**config.mk**
```make
export PLATFORM = sky130hd
export DESIGN_NAME = retransmit_until_ack_controller
export DESIGN_NICKNAME = d
export VERILOG_FILES = /design/src/hdl/rua_pkg.sv /design/src/hdl/rua_in_stage.sv /design/src/hdl/rua_core.sv /design/src/hdl/rua_out_skid.sv /design/src/hdl/retransmit_until_ack_controller.sv
export SDC_FILE = /design/constraint.sdc
export NUM_CORES = 1
export LEC_CHECK = 0
export ABC_AREA = 1
export BUFFER_PORTS_ARGS = -buffer_cell sky130_fd_sc_hd__buf_2
export CAP_MARGIN = 20
export CORE_MARGIN = 2
export CORE_UTILIZATION = 32
export DETAILED_ROUTE_END_ITERATION = 6
export SETUP_SLACK_MARGIN = 0.15
export SYNTH_ARGS = -nofsm -noshare
export SYNTH_HDL_FRONTEND = slang
export SYNTH_SLANG_ARGS = --single-unit
```
**constraint.sdc**
```tcl
create_clock -name i_clk -period 9.05 [get_ports i_clk]
set_input_delay 1.3575 -clock i_clk [delete_from_list [all_inputs] [get_ports i_clk]]
set_output_delay 1.3575 -clock i_clk [all_outputs]
set_load 0.02 [all_outputs]
```
**src/hdl/rua_pkg.sv**
```systemverilog
`timescale 1ns / 1ps

package rua_pkg;

    localparam int unsigned TDATA_IN_W  = 64;
    localparam int unsigned TUSER_IN_W  = 3;
    localparam int unsigned TDATA_OUT_W = 8;

    localparam logic [23:0] DEFAULT_TIMEOUT_MS = 24'd100000;

    typedef enum logic [2:0] {
        CMD_TICK       = 3'd0,
        CMD_START_ACK  = 3'd1,
        CMD_START_N    = 3'd2,
        CMD_ACK        = 3'd3,
        CMD_INTERRUPT  = 3'd4
    } t_cmd;

    typedef enum logic [2:0] {
        RESP_ACTIVE    = 3'd0,
        RESP_ACK_OK    = 3'd1,
        RESP_ACK_ERR   = 3'd2,
        RESP_TIMEOUT   = 3'd3,
        RESP_SENT_DONE = 3'd4,
        RESP_INTERRUPT = 3'd5
    } t_resp;

    localparam logic [1:0] ACK_NONE = 2'd0;
    localparam logic [1:0] ACK_OK   = 2'd1;

    typedef struct packed {
        logic [7:0]         backoff_ms;
        logic [1:0]         ack_status;
        logic [15:0]        sequence_req;
        logic [23:0]        timeout_ms;
        logic signed [8:0]  send_count;
        logic [2:0]         command;
    } t_in_item;

    typedef struct packed {
        logic       busy_res;
        logic [2:0] response_code;
        logic       done_res;
        logic       send_now;
    } t_out_item;

endpackage

```
**src/hdl/rua_in_stage.sv**
```systemverilog
`timescale 1ns / 1ps

module rua_in_stage (
    input  logic              i_clk,
    input  logic              i_rst_n,
    input  logic              i_valid,
    output logic              o_ready,
    input  rua_pkg::t_in_item i_item,
    output logic              o_valid,
    input  logic              i_take,
    output rua_pkg::t_in_item o_item
);

    logic              r_valid;
    rua_pkg::t_in_item r_item;

    assign o_ready = !r_valid || i_take;
    assign o_valid = r_valid;
    assign o_item  = r_item;

    always_ff @(posedge i_clk) begin
        if (!i_rst_n) begin
            r_valid <= 1'b0;
        end else if (o_ready) begin
            r_valid <= i_valid;
        end
    end

    always_ff @(posedge i_clk) begin
        if (o_ready && i_valid) begin
            r_item <= i_item;
        end
    end

endmodule

```
**src/hdl/rua_core.sv**
```systemverilog
`timescale 1ns / 1ps

module rua_core (
    input  logic               i_clk,
    input  logic               i_rst_n,
    input  logic               i_fire,
    input  rua_pkg::t_in_item  i_item,
    output rua_pkg::t_out_item o_result
);

    logic [31:0]        r_now_ms,       n_now_ms;
    logic [31:0]        r_deadline_ms,  n_deadline_ms;
    logic [31:0]        r_last_send_ms, n_last_send_ms;
    logic [15:0]        r_sends_done,   n_sends_done;
    logic signed [8:0]  r_retry_limit,  n_retry_limit;
    logic               r_until_ack,    n_until_ack;
    logic               r_busy,         n_busy;
    logic [1:0]         r_stored_ack,   n_stored_ack;
    logic [15:0]        r_op_sequence,  n_op_sequence;
    rua_pkg::t_resp     r_last_code,    n_last_code;

    logic [31:0] now_inc;
    logic        timed_out;
    logic        limit_nonneg;
    logic [15:0] limit_u;
    logic        over_limit;
    logic        reached_limit;
    logic [32:0] due_ms;
    logic        backoff_done;
    logic [23:0] tmo_eff;
    rua_pkg::t_resp stop_code;
    logic        stop;

    assign now_inc       = r_now_ms + 32'd1;
    assign timed_out     = now_inc > r_deadline_ms;
    assign limit_nonneg  = !r_retry_limit[8];
    assign limit_u       = {8'd0, r_retry_limit[7:0]};
    assign over_limit    = limit_nonneg && (r_sends_done > limit_u);
    assign reached_limit = !limit_nonneg || (r_sends_done >= limit_u);
    assign due_ms        = {1'b0, r_last_send_ms} + {25'd0, i_item.backoff_ms};
    assign backoff_done  = {1'b0, now_inc} > due_ms;
    assign tmo_eff       = (i_item.timeout_ms == 24'd0) ? rua_pkg::DEFAULT_TIMEOUT_MS
                                                        : i_item.timeout_ms;

    // stop decision for an active tick
    always_comb begin
        stop      = 1'b1;
        stop_code = rua_pkg::RESP_TIMEOUT;
        if (r_until_ack) begin
            if (timed_out || over_limit) begin
                stop_code = rua_pkg::RESP_TIMEOUT;
            end else if (r_stored_ack != rua_pkg::ACK_NONE) begin
                stop_code = (r_stored_ack == rua_pkg::ACK_OK) ? rua_pkg::RESP_ACK_OK
                                                              : rua_pkg::RESP_ACK_ERR;
            end else begin
                stop = 1'b0;
            end
        end else begin
            if (timed_out) begin
                stop_code = rua_pkg::RESP_TIMEOUT;
            end else if (reached_limit) begin
                stop_code = rua_pkg::RESP_SENT_DONE;
            end else begin
                stop = 1'b0;
            end
        end
    end

    always_comb begin
        n_now_ms       = r_now_ms;
        n_deadline_ms  = r_deadline_ms;
        n_last_send_ms = r_last_send_ms;
        n_sends_done   = r_sends_done;
        n_retry_limit  = r_retry_limit;
        n_until_ack    = r_until_ack;
        n_busy         = r_busy;
        n_stored_ack   = r_stored_ack;
        n_op_sequence  = r_op_sequence;
        n_last_code    = r_last_code;
        o_result.send_now      = 1'b0;
        o_result.done_res      = 1'b0;
        o_result.response_code = r_last_code;

        unique case (rua_pkg::t_cmd'(i_item.command))
            rua_pkg::CMD_TICK: begin
                n_now_ms = now_inc;
                if (r_busy) begin
                    if (stop) begin
                        n_busy                 = 1'b0;
                        n_last_code            = stop_code;
                        o_result.done_res      = 1'b1;
                        o_result.response_code = stop_code;
                    end else if (backoff_done) begin
                        if (r_sends_done != 16'hFFFF) begin
                            n_sends_done = r_sends_done + 16'd1;
                        end
                        n_last_send_ms    = now_inc;
                        o_result.send_now = 1'b1;
                    end
                end
            end
            rua_pkg::CMD_START_ACK,
            rua_pkg::CMD_START_N: begin
                n_deadline_ms  = r_now_ms + {8'd0, tmo_eff};
                n_last_send_ms = 32'd0;
                n_sends_done   = 16'd0;
                n_stored_ack   = rua_pkg::ACK_NONE;
                n_retry_limit  = i_item.send_count;
                n_until_ack    = (i_item.command == rua_pkg::CMD_START_ACK);
                n_op_sequence  = i_item.sequence_req;
                n_busy         = 1'b1;
                n_last_code    = rua_pkg::RESP_ACTIVE;
                o_result.response_code = rua_pkg::RESP_ACTIVE;
            end
            rua_pkg::CMD_ACK: begin
                if (r_busy && r_stored_ack == rua_pkg::ACK_NONE
                    && r_op_sequence != 16'd0 && i_item.sequence_req == r_op_sequence) begin
                    n_stored_ack = i_item.ack_status;
                end
            end
            rua_pkg::CMD_INTERRUPT: begin
                if (r_busy) begin
                    n_busy                 = 1'b0;
                    n_last_code            = rua_pkg::RESP_INTERRUPT;
                    o_result.done_res      = 1'b1;
                    o_result.response_code = rua_pkg::RESP_INTERRUPT;
                end
            end
            default: begin
            end
        endcase

        o_result.busy_res = n_busy;
    end

    always_ff @(posedge i_clk) begin
        if (!i_rst_n) begin
            r_now_ms       <= '0;
            r_deadline_ms  <= '0;
            r_last_send_ms <= '0;
            r_sends_done   <= '0;
            r_retry_limit  <= '0;
            r_until_ack    <= 1'b0;
            r_busy         <= 1'b0;
            r_stored_ack   <= rua_pkg::ACK_NONE;
            r_op_sequence  <= '0;
            r_last_code    <= rua_pkg::RESP_ACTIVE;
        end else if (i_fire) begin
            r_now_ms       <= n_now_ms;
            r_deadline_ms  <= n_deadline_ms;
            r_last_send_ms <= n_last_send_ms;
            r_sends_done   <= n_sends_done;
            r_retry_limit  <= n_retry_limit;
            r_until_ack    <= n_until_ack;
            r_busy         <= n_busy;
            r_stored_ack   <= n_stored_ack;
            r_op_sequence  <= n_op_sequence;
            r_last_code    <= n_last_code;
        end
    end

    a_done_clears_active: assert property (@(posedge i_clk) disable iff (!i_rst_n)
        i_fire && o_result.done_res |=> !r_busy)
        else $error("op still active after done");

    a_send_stamps_time: assert property (@(posedge i_clk) disable iff (!i_rst_n)
        i_fire && o_result.send_now |=> r_last_send_ms == r_now_ms && r_busy)
        else $error("send did not record send time");

    a_idle_holds_time: assert property (@(posedge i_clk) disable iff (!i_rst_n)
        !i_fire |=> $stable(r_now_ms) && $stable(r_busy))
        else $error("state moved without an item");

    a_ack_no_overwrite: assert property (@(posedge i_clk) disable iff (!i_rst_n)
        i_fire && r_stored_ack != rua_pkg::ACK_NONE
        && i_item.command == rua_pkg::CMD_ACK |=> $stable(r_stored_ack))
        else $error("stored ack overwritten");

endmodule

```
**src/hdl/rua_out_skid.sv**
```systemverilog
`timescale 1ns / 1ps

module rua_out_skid (
    input  logic               i_clk,
    input  logic               i_rst_n,
    input  logic               i_push,
    output logic               o_ready,
    input  rua_pkg::t_out_item i_result,
    output logic               o_valid,
    input  logic               i_pop_ready,
    output rua_pkg::t_out_item o_result
);

    logic               r_main_valid;
    logic               r_skid_valid;
    rua_pkg::t_out_item r_main;
    rua_pkg::t_out_item r_skid;
    logic               pop;
    logic               main_free;

    assign o_ready   = !r_skid_valid;
    assign o_valid   = r_main_valid;
    assign o_result  = r_main;
    assign pop       = r_main_valid && i_pop_ready;
    assign main_free = !r_main_valid || pop;

    always_ff @(posedge i_clk) begin
        if (!i_rst_n) begin
            r_main_valid <= 1'b0;
            r_skid_valid <= 1'b0;
        end else begin
            if (r_skid_valid) begin
                if (pop) begin
                    r_main_valid <= 1'b1;
                    r_skid_valid <= 1'b0;
                end
            end else if (i_push) begin
                r_main_valid <= 1'b1;
                r_skid_valid <= !main_free;
            end else if (pop) begin
                r_main_valid <= 1'b0;
            end
        end
    end

    always_ff @(posedge i_clk) begin
        if (r_skid_valid) begin
            if (pop) begin
                r_main <= r_skid;
            end
        end else if (i_push) begin
            if (main_free) begin
                r_main <= i_result;
            end else begin
                r_skid <= i_result;
            end
        end
    end

    a_skid_needs_main: assert property (@(posedge i_clk) disable iff (!i_rst_n)
        r_skid_valid |-> r_main_valid)
        else $error("skid entry without main entry");

    a_stall_keeps_skid: assert property (@(posedge i_clk) disable iff (!i_rst_n)
        r_skid_valid && !i_pop_ready |=> r_skid_valid && $stable(r_skid))
        else $error("skid entry lost during stall");

    a_push_kept: assert property (@(posedge i_clk) disable iff (!i_rst_n)
        i_push && o_ready |=> r_main_valid)
        else $error("pushed result not held");

endmodule

```
**src/hdl/retransmit_until_ack_controller.sv**
```systemverilog
`timescale 1ns / 1ps

// Retransmit controller: until-ack and send-n-times modes over a ms tick.
// Input channel (s_axis): one command item per handshake. tuser carries the
// command (tick, start until ack, start n times, ack, interrupt); tdata
// carries the operands. Output channel (m_axis): exactly one result item per
// input item, in order, giving send_now, done, response code and busy.
// Path: an accepted item waits in the input register, then the decision logic
// writes its result into the output register.
// Throughput: one item per cycle unless the output stalls; decision logic and all
// state update as an item is taken, so it sees the state left by the one before.
// Reset: all timers, counters and the operation state clear to zero, no
// operation active, last response code "active".
// When the receiver stalls, the output register, one skid entry and the
// input register fill up; after that s_axis_tready drops until results are
// taken. Nothing is dropped or repeated.

module retransmit_until_ack_controller (
    input  logic                               i_clk,
    input  logic                               i_rst_n,
    input  logic                               i_s_axis_tvalid,
    output logic                               o_s_axis_tready,
    // [8:0] send_count, [32:9] timeout_ms, [48:33] sequence_req,
    // [50:49] ack_status, [58:51] backoff_ms, [63:59] zero
    input  logic [rua_pkg::TDATA_IN_W-1:0]     i_s_axis_tdata,
    // [2:0] command
    input  logic [rua_pkg::TUSER_IN_W-1:0]     i_s_axis_tuser,
    output logic                               o_m_axis_tvalid,
    input  logic                               i_m_axis_tready,
    // [0] send_now, [1] done_res, [4:2] response_code, [5] busy_res, [7:6] zero
    output logic [rua_pkg::TDATA_OUT_W-1:0]    o_m_axis_tdata
);

    rua_pkg::t_in_item  in_item;
    rua_pkg::t_in_item  stage_item;
    rua_pkg::t_out_item core_result;
    rua_pkg::t_out_item out_result;
    logic               stage_valid;
    logic               out_ready;
    logic               fire;

    assign in_item.command      = i_s_axis_tuser;
    assign in_item.send_count   = i_s_axis_tdata[8:0];
    assign in_item.timeout_ms   = i_s_axis_tdata[32:9];
    assign in_item.sequence_req = i_s_axis_tdata[48:33];
    assign in_item.ack_status   = i_s_axis_tdata[50:49];
    assign in_item.backoff_ms   = i_s_axis_tdata[58:51];

    assign fire = stage_valid && out_ready;

    rua_in_stage u_in_stage (
        .i_clk   (i_clk),
        .i_rst_n (i_rst_n),
        .i_valid (i_s_axis_tvalid),
        .o_ready (o_s_axis_tready),
        .i_item  (in_item),
        .o_valid (stage_valid),
        .i_take  (fire),
        .o_item  (stage_item)
    );

    rua_core u_core (
        .i_clk    (i_clk),
        .i_rst_n  (i_rst_n),
        .i_fire   (fire),
        .i_item   (stage_item),
        .o_result (core_result)
    );

    rua_out_skid u_out_skid (
        .i_clk       (i_clk),
        .i_rst_n     (i_rst_n),
        .i_push      (fire),
        .o_ready     (out_ready),
        .i_result    (core_result),
        .o_valid     (o_m_axis_tvalid),
        .i_pop_ready (i_m_axis_tready),
        .o_result    (out_result)
    );

    assign o_m_axis_tdata = {2'b00, out_result};

endmodule

```
==> results of run 1 <==
-- power by group through the flow --
stage               logic, W  registers [W]  clock network, W
finish              0.000314        0.00110           0.00118
global placement    0.000307        0.00112                 0
floorplan           0.000237        0.00111                 0
CTS                 0.000315        0.00110           0.00122
global route        0.000358        0.00110           0.00125
detailed placement  0.000313        0.00112                 0
-- layout by cell type, fill, tap and decap left out, types with 7 or more instances in the layout --
cell,n
a21oi_1,154
a31oi_1,9
buf_2,73
buf_4,7
clkbuf_16,27
dfxtp_1,147
edfxtp_1,74
ha_1,104
inv_1,238
nand2_1,332
nand2_2,10
nand3_1,57
nand4_1,83
nor2_1,171
nor2_2,7
nor3_1,31
nor4_1,24
o211ai_1,10
o21ai_0,116
or2_2,7
xnor2_1,20
xor2_1,73
-- metrics by stage --
stage	utilization (%)	setup WS, ps	cell area, um2
floorplan	-	4140	13800
global placement	34.1	3730	14600
detailed placement	34.1	3600	14600
CTS	36.3	3560	15600
global route	36.4	2970	15600
finish	36.4	3600	15600
-- flip-flops by register name, summed over array words and instances, names as in the netlist, 9 cells and up --
signal and cells:
u_core.r_retry_limit 9, u_core.r_now_ms 32, u_core.r_deadline_ms 32, u_core.r_last_send_ms 32, u_core.r_op_sequence 16, u_core.r_sends_done 16, u_in_stage.o_item 62
-- metal layers --
metal / vias up / wire length, um / GRT usage, %
met2: 223 / 15300 / 25.5
met4: 0 / 743 / 4.20
met3: 50 / 1370 / 2.09
li1: 6136 / - / -
met5: - / 0 / 0
met1: 5388 / 17000 / 21.2
-- worst max path at each step --
stage	startpoint	endpoint	slack, ps	depth (start not counted)
floorplan	i_s_axis_tvalid	u_in_stage.o_item[0]	4140	2
global placement	u_in_stage.o_item[56]	u_core.r_last_send_ms[20]	3730	28
detailed placement	u_in_stage.o_item[56]	u_core.r_last_send_ms[8]	3600	28
CTS	u_in_stage.o_item[56]	u_core.r_last_send_ms[8]	3560	28
global route	u_in_stage.o_item[56]	u_core.r_last_send_ms[24]	2970	28
finish	u_in_stage.o_item[56]	u_core.r_last_send_ms[8]	3600	28
-- kinds of logic (layout without fill, tap and decap cells) --
kind of cell | Yosys count | after routing | share of synthesized area, %
AND/OR/NAND/NOR | 753 | 753 | 25.1
buffers and inverters | 323 | 376 | 9.35
AO/OA/AOI/OAI | 321 | 321 | 12.5
flip-flops | 221 | 221 | 37.4
adder cells (fa/ha/maj) | 106 | 106 | 9.71
XOR/XNOR | 93 | 93 | 5.90
other | 1 | 2 | 0.0271
-- area by class of cell --
class	instances	area (um2)	area share, %
Timing Repair Buffer	81	429	2.75
Tap cell	585	732	4.69
Multi-Input combinational cell	1275	7380	47.4
Clock buffer	35	736	4.72
Sequential cell	221	5160	33.1
Clock inverter	15	226	1.45
Inverter	245	922	5.91
-- synthesized netlist by cell type, drive strengths merged (3+ instances only) --
library cell  count  share of area (%)
nand3            65                2.8
a31oi             9               0.41
nor4             24                1.1
dfxtp           147                 21
a21oi           155                5.6
edfxtp           74                 16
buf              23                1.2
nand4            84                3.8
o21ai           121                4.5
ha              104                9.4
o221ai            4               0.25
o21a              5               0.27
nand2           346                9.9
or2               7               0.32
nor2            184                5.4
inv             243                6.6
xor2             73                4.6
a21o              4               0.22
a211oi            6               0.33
clkbuf           55                1.5
xnor2            20                1.3
o211ai           10               0.54
o21bai            3               0.16
nand3b            4               0.22
nor3             35                1.5
-- worst max-delay path: cells and delay by family, from the launching register on --
kind / cells / cell delay (ps)
AND/OR/NAND/NOR: 21 / 3520
adder cells (fa/ha/maj): 2 / 650
XOR/XNOR: 1 / 160
AO/OA/AOI/OAI: 4 / 600
flip-flops: 1 / 380
==> results.md, run 1 <==
- Setup Buffers After CTS: 0
- Flop pwr share: 42.3%
- # hold bufs at CTS: 0
- WL per Instance: 14.0 um
- RSZ-0062 raised after global routing: no
- Flop-to-flop setup slack: between 3000 and 4000 ps
- Status: finished, final reports clean
- Netlist cell types: 53
- # port buffers: 73
- Most used flip-flop cell after synthesis: dfxtp_1
- Max stage delay cell, worst path: nand3_4
- Vias per cell: ~4.8
- Drt total wl: between 30000 and 40000 um
- Fillers: roughly 4.5k
- Io pins: a little over 80
- Sequential-to-total area share from yosys stat: a little under two fifths
- Num CTS Buffers: 27
- Switching part of the total: 26.0%
- Clock share of power: between 40% and 50%
- Number of global-route vias before repair: approximately 11k
- Clk root buf: clkbuf_16
- DRT antenna net count: 0
- Total negative slack: 0 ps
- Worst Skew: roughly 18 ps
- Hold Path Stages: 2
- Final hold vios: 0
- Reg-to-Reg Start: u_in_stage.o_item[56]
- Area delta synth->final: 12.9%
- Worst slew pin tran: 986 ps
- Syn Inst Count: roughly 1.8k
- HPWL Detailed: ~25000 um
- Vias: 11.8k
- Largest net degree at the start of global routing: between 80 and 90
- Crit start category: register
- H-tree levels: 1
- Setup CP Type: register to register
- Resized Gates After CTS: 0
- Sw Pwr: just under 0.0007 W
- Worst path most repeated cell: nand2_1
- Final worst path period share: 60.2%
- Worst r2r path cells: 28
- Smallest hold slack: roughly 460 ps
- CP required: 9520 ps
- Layout cell share with drive strength beyond 1: under 10%
- Pwr per Cell Area: roughly 170 nW/um2
- Worst EP arrival: 5920 ps
- Die Ht: 212 um
- Fin crit period: 5450 ps
- Setup violators final: 0
- Worst rel slew slack: 34.2%
- Worst VDD drop: 0.129 mV
- Fin. max-slew vios: 0
- Seq cells post-synth: around 220
- Hold Crit Start: u_core.r_retry_limit[1]
- Remaining DRCs: 0
- Slowest stage delay, CP: around 480 ps
- Comb pwr share: 12.1%
- Maximum clock rate: roughly 0.18 GHz
- Total track usage: roughly 15%
- Initial DRC Count: ~710
- NumNets Final: 2028
- Die X: roughly 210 um
- Hold/Removal Path Class: register to register
- Max-Cap Viols: 0
- Post-Syn Area per Cell: ~7.6 um2
- Die area: approximately 45000 um2
- Mapped Area: ~14000 um2
- Initial core utilization: 32.2%
- Worst-skew pair later-pin latency: ~560 ps
- Internal power: around 0.0019 W
- Dpl cells: between 2k and 2.5k
- Number of synthesized flops with an enable pin: 74
- 1st-pass router iterations: 5
- Row cnt: 76
- Pleak: 6.74 nW
- Capturing point of the worst reg2reg path: u_core.r_last_send_ms[8]
- Hold Path End: u_core.r_retry_limit[1]
- CTS tree: yes
- Critical path fanouts, max: 50
- Initial antenna violation count: 0
- Total power: 0.00259 W
- Setup crit end kind: register
- GRT Residual Overflow: 0
- Post-route insts no fill: around 2.5k
- TritonCTS Sinks: roughly 220
- Share of flip-flops with an asynchronous set or reset: 0%
- Max Root-Sink Buffers: 3
- First-pass GRT wire length: between 50000 and 60000 um
- Routability cong.: between 0.9 and 1
- CTS clk-pin slew, worst paths: roughly 60 ps
- Ant. Diodes: 0
- Core ar.: ~43000 um2
- Yosys Warn Count: 0
No activity file was read; power rests on OpenSTA's default activity.
==> run 2: changes to the inputs <==
==> constraint.sdc (replaced) <==
create_clock -name i_clk -period 5.4 [get_ports i_clk]
set_input_delay 0.81 -clock i_clk [delete_from_list [all_inputs] [get_ports i_clk]]
set_output_delay 0.81 -clock i_clk [all_outputs]
set_load 0.02 [all_outputs]
==> run 2 against run 1 <==
  * Routed wire length rose by 2.7%
  * Maximum frequency rose by 11%
  * Register-to-register slack got worse by 3100 ps
  * Critical endpoint is now u_core.r_last_send_ms[5]
==> results.md, run 2 (synthesis gave the netlist of run 1 again) <==
- Status: finished, final reports clean
- CP required: roughly 5800 ps
- Critical path fanouts, max: 31
- Max reg flops: between 60 and 70
- Max-Cap Viols: 0
- Switching part of the total: a little over a quarter
- Number of global-route vias before repair: between 10k and 15k
- Pwr per Cell Area: 273 nW/um2
- Pleak: ~6.8 nW
- Most frequent cells in the layout: 331 x nand2_1, 238 x inv_1, 171 x nor2_1
- Ant. Diodes: 0
- First-pass GRT wire length: 56900 um
- Fin crit period: 4920 ps
- Final worst path period share: just over 90%
- GRT Residual Overflow: 0
- Worst Skew: 21.5 ps
- Routability cong.: roughly 0.91
- Initial core utilization: 32.2%
- Worst r2r path cells: 27
- Worst-skew pair later-pin latency: 560 ps
- Area delta synth->final: 13.3%
- Final hold vios: 0
- Comb pwr share: about an eighth
- Core ar.: between 40000 and 50000 um2
- Fillers: 4476
- Sw Pwr: ~0.0011 W
- Max Root-Sink Buffers: 3
- Setup violators final: 0
- Setup CP Type: register to register
- Num CTS Buffers: 27
- Total power: around 0.0043 W
- Clock share of power: 44.1%
- Setup crit end kind: register
- # hold bufs at CTS: 0
- Hold Crit Start: i_s_axis_tdata[37]
- Commonest non-fill, non-tap cell in the layout: nand2_1
- Row cnt: 76
- Maximum clock rate: around 0.20 GHz
- 1st-pass router iterations: 5
- Internal power: 0.00313 W
- Crit. Startpoint: u_core.r_now_ms[0]
- Multi-input logic area: roughly 7400 um2
- Hold Path Stages: 1
- WL per Instance: approximately 14 um
- # port buffers: 73
- Hold/Removal Path Class: input pin to register
- Setup Buffers After CTS: 0
- Largest net degree at the start of global routing: 63
- Vias: 11.9k
- RSZ-0062 raised after global routing: yes
- Worst EP arrival: between 5000 and 6000 ps
- DRT antenna net count: 0
- TritonCTS Sinks: 221
- Die Ht: between 200 and 250 um
- Worst VDD drop: around 0.21 mV
- Worst rel slew slack: ~34%
- Total negative slack: 0 ps
- Drt total wl: between 30000 and 40000 um
- Vias per cell: 4.85
- Layout cell share with drive strength beyond 1: 9.89%
- Die area: ~45000 um2
- NumNets Final: between 2k and 2.5k
- Fin. max-slew vios: 0
- Total track usage: between 10% and 20%
- H-tree levels: 1
- Clk root buf: clkbuf_16
- Remaining DRCs: 0
- Initial antenna violation count: 0
- CTS clk-pin slew, worst paths: about 60 ps
- HPWL Detailed: roughly 25000 um
- Reg-to-Reg Start: u_core.r_now_ms[0]
- Initial DRC Count: between 600 and 700
- CTS tree: yes
- Die X: 212 um
- Worst slew pin tran: slightly below 1000 ps
- FF+latch area: just over 5000 um2
- Resized Gates After CTS: 0
- Flop pwr share: 43.2%
- Io pins: 81
- Crit start category: register
==> run 2: path summary, 6_finish.rpt <==
path / endpoint / slack (ps)
setup / recovery: u_core.r_last_send_ms[5] / 480
hold / removal: u_in_stage.o_item[40] / 420
hold reg to reg: u_core.r_retry_limit[5] / 460
setup reg to reg: u_core.r_last_send_ms[5] / 480
==> run 2: stage by stage <==
step / instances / utilization (%) / hold slack (ps) / area [um2] / setup WS (ps)
6_report: 2465 / 36.5 / 420 / 15700 / 483
5_1_grt: 2465 / 36.5 / 401 / 15700 / 142
4_1_cts: 2463 / 36.3 / 395 / 15600 / 301
3_5_place_dp: 2413 / 34.2 / 459 / 14700 / 332
3_3_place_gp: 2413 / 34.2 / 455 / 14700 / 431
2_1_floorplan: 1819 / - / 435 / 13800 / 1030
==> run 2: cell type report <==
cell class / instances / share of cell area, %
tap: 585 / 4.68
timing repair buffer: 87 / 3.09
multi-input combinational: 1277 / 47.5
sequential: 221 / 33.0
inverter: 245 / 5.89
clock inverter: 14 / 1.12
clock buffer: 36 / 4.72
==> run 2: metal layers <==
metal | part of all wire [%] | global-route usage, % | up-vias
met2 | 44 | 25.1 | 270
met1 | 49 | 21.7 | 5469
li1 | - | - | 6152
met5 | 0 | 0 | -
met4 | 2.6 | 4.59 | 0
met3 | 4.7 | 2.42 | 56
==> run 2: worst max-delay path, cell delays in order (launching register included) <==
cell and delay [ps]:
dfxtp_1 480, nand3_1 180, nor2_2 250, nand3_2 150, nor2_4 180, nand3_2 100, nor2_1 120, nand3_1 100
nor2_2 130, nand2_1 110, nor3_4 250, nand2_1 120, o21ai_1 140, nand2_1 90, inv_2 110, ha_1 170
nand2_1 110, nor4_1 480, nand4_1 230, nand2_4 190, nand3_4 100, nand2_4 100, inv_4 50, nand2_8 210
buf_4 330, nand4_1 140, nand2_1 110, nor2_1 40
==> run 2: power by group through the flow <==
stage | sequential, W | combinational (W) | clock (W)
after floorplan | 0.00186 | 0.000397 | 0
after global placement | 0.00187 | 0.000517 | 0
after detailed placement | 0.00188 | 0.000530 | 0
after CTS | 0.00184 | 0.000533 | 0.00194
after global routing | 0.00185 | 0.000613 | 0.00200
final | 0.00184 | 0.000542 | 0.00188
==> run 3: changes to the inputs <==
--- a/config.mk
+++ b/config.mk
@@ -9,7 +9,7 @@
 export BUFFER_PORTS_ARGS = -buffer_cell sky130_fd_sc_hd__buf_2
 export CAP_MARGIN = 20
 export CORE_MARGIN = 2
-export CORE_UTILIZATION = 32
+export CORE_UTILIZATION = 35
 export DETAILED_ROUTE_END_ITERATION = 6
 export SETUP_SLACK_MARGIN = 0.15
 export SYNTH_ARGS = -nofsm -noshare
==> run 3 against run 2 <==
  * First-iteration DRC count decreased by 0.30%
  * Largest power group is now registers
  * Critical path depth increased by 5
  * Setup slack improved by 180 ps
  * Combinational power about the same
  * Sequential share of layout area increased by 0.20 points
  * Critical path type unchanged
  * Core utilization increased by 3.6 points
  * Cell count decreased by 2.6%
  * Total power decreased by 1.3%
==> results.md, run 3 (synthesis gave the netlist of run 1 again) <==
- Max stage delay cell, worst path: dfxtp_1
- RSZ-0062 raised after global routing: no
- Worst VDD drop: about 0.22 mV
- Commonest non-fill, non-tap cell in the layout: nand2_1
- Max-Cap Viols: 0
- Number of global-route vias before repair: between 10k and 15k
- Met2 wire length: roughly 15000 um
- Row cnt: 72
- Top Layer Used: met5
- Largest net degree at the start of global routing: approximately 80
- FF+latch area: slightly above 5000 um2
- Area delta synth->final: 12.7%
- Met3 wire length: 1420 um
- Pleak: around 6.8 nW
- First-pass GRT wire length: between 50000 and 60000 um
- NumNets Final: between 2k and 2.5k
- Post-route insts no fill: approximately 2.4k
- CTS tree: yes
- DRT antenna net count: 0
- Design area: approximately 16000 um2
- Sw Pwr: about 0.0012 W
- Worst EP arrival: between 5000 and 6000 ps
- Die Ht: 203 um
- Max Root-Sink Buffers: 3
- Vias: 11.9k
- Pre-CTS setup slack: around 500 ps
- Num CTS Buffers: 27
- Fin. max-slew vios: 0
- Status: finished, final reports clean
- # port buffers: 73
- Multi-input logic area: about 7400 um2
- Internal power: ~0.0031 W
- WL per Instance: ~14 um
- Setup crit end kind: register
- H-tree levels: 1
- Clk root buf: clkbuf_16
- HPWL Detailed: 25300 um
- Initial core utilization: between 30 and 40%
- Worst path most repeated cell: nand2_1
- Max reg flops: between 60 and 70
- Pwr per Cell Area: ~270 nW/um2
- Fin crit period: 4740 ps
- Worst Skew: ~19 ps
- Setup CP Type: register to register
- Critical path fanouts, max: 34
- Fillers: between 3k and 4k
- Routability cong.: approximately 0.89
- Initial DRC Count: around 670
- Switching part of the total: 27.5%
- Final hold vios: 0
- Final worst path period share: around 88%
- Crit start category: register
- Setup violators final: 0
- Total negative slack: 0 ps
- Io pins: 81
- Most frequent cells in the layout: 332 x nand2_1, 238 x inv_1, 171 x nor2_1
- Dpl cells: about 2.3k
- Layout cell share with drive strength beyond 1: about a tenth
- Ant. Diodes: 0
- Total power: 0.00421 W
- GRT Residual Overflow: 0
- Clock share of power: approximately 44%
- Wl on met1: between 15000 and 20000 um
- Die area: 41100 um2
- Drt total wl: ~35000 um
- CTS clk-pin slew, worst paths: approximately 60 ps
- DP Area: between 10000 and 15000 um2
- Slowest stage delay, CP: about 430 ps
- Hold Path Stages: 1
- Initial antenna violation count: 1
- Worst slew pin tran: between 900 and 1000 ps
- Remaining DRCs: 0
- Worst rel slew slack: between 30% and 40%
- Setup ws final: 665 ps
- Maximum clock rate: approximately 0.21 GHz
- Total track usage: approximately 17%
- CP required: 5820 ps
- Core ar.: ~39000 um2
- Worst r2r path cells: 32
- 1st-pass router iterations: 5
- TritonCTS Sinks: ~220
- Comb pwr share: 12.8%
- # hold bufs at CTS: 0
- Flop pwr share: between 40 and 50%
- Hold/Removal Path Class: input pin to register
- Die X: 203 um
- Worst-skew pair later-pin latency: around 570 ps
- Vias per cell: slightly below 5
==> run 3: repair_timing <==
action | 4_1_cts | 5_1_grt
endpoints found under the setup margin | 0 | 48
gates resized for setup | 0 | 7
buffers inserted | 0 | 2
==> run 3: cell type report <==
type                       instances  share of cell area [%]
multi-input combinational       1276                    47.7
clock buffer                      35                    4.53
timing repair buffer              91                    3.32
inverter                         245                    5.92
tap                              518                    4.16
clock inverter                    15                    1.15
sequential                       221                    33.2
==> run 3: worst paths after layout <==
check,slack (ps),start,endpoint
min reg2reg,460,u_core.r_retry_limit[1],u_core.r_retry_limit[1]
min,410,i_s_axis_tdata[22],u_in_stage.o_item[25]
max reg2reg,660,u_core.r_now_ms[6],u_core.r_last_send_ms[23]
max,660,u_core.r_now_ms[6],u_core.r_last_send_ms[23]
==> run 3: metal layers <==
metal	GRT usage (%)	vias to the layer above
met5	0	-
li1	-	6156
met3	2.50	51
met2	27.2	192
met4	4.30	2
met1	23.1	5460
==> run 3: per-stage QoR <==
stage | utilization, % | hold slack (ps)
CTS | 39.9 | 381
floorplan | - | 435
global route | 40.1 | 387
detailed placement | 37.6 | 456
finish | 40.1 | 415
global placement | 37.6 | 453
==> run 3: critical path, delay by kind of cell, from the launching register on <==
kind	cells	cell delay [ps]
compound gates	1	130
fa+ha+maj	1	260
buf+inv	3	480
flops	1	430
simple gates	27	3290
==> run 3: power by group through the flow <==
stage               Combinational [W]  Sequential [W]  Clock, W
floorplan                    0.000397         0.00186         0
global placement             0.000520         0.00187         0
detailed placement           0.000531         0.00187         0
CTS                          0.000534         0.00184   0.00189
global route                 0.000610         0.00185   0.00195
finish                       0.000540         0.00184   0.00183
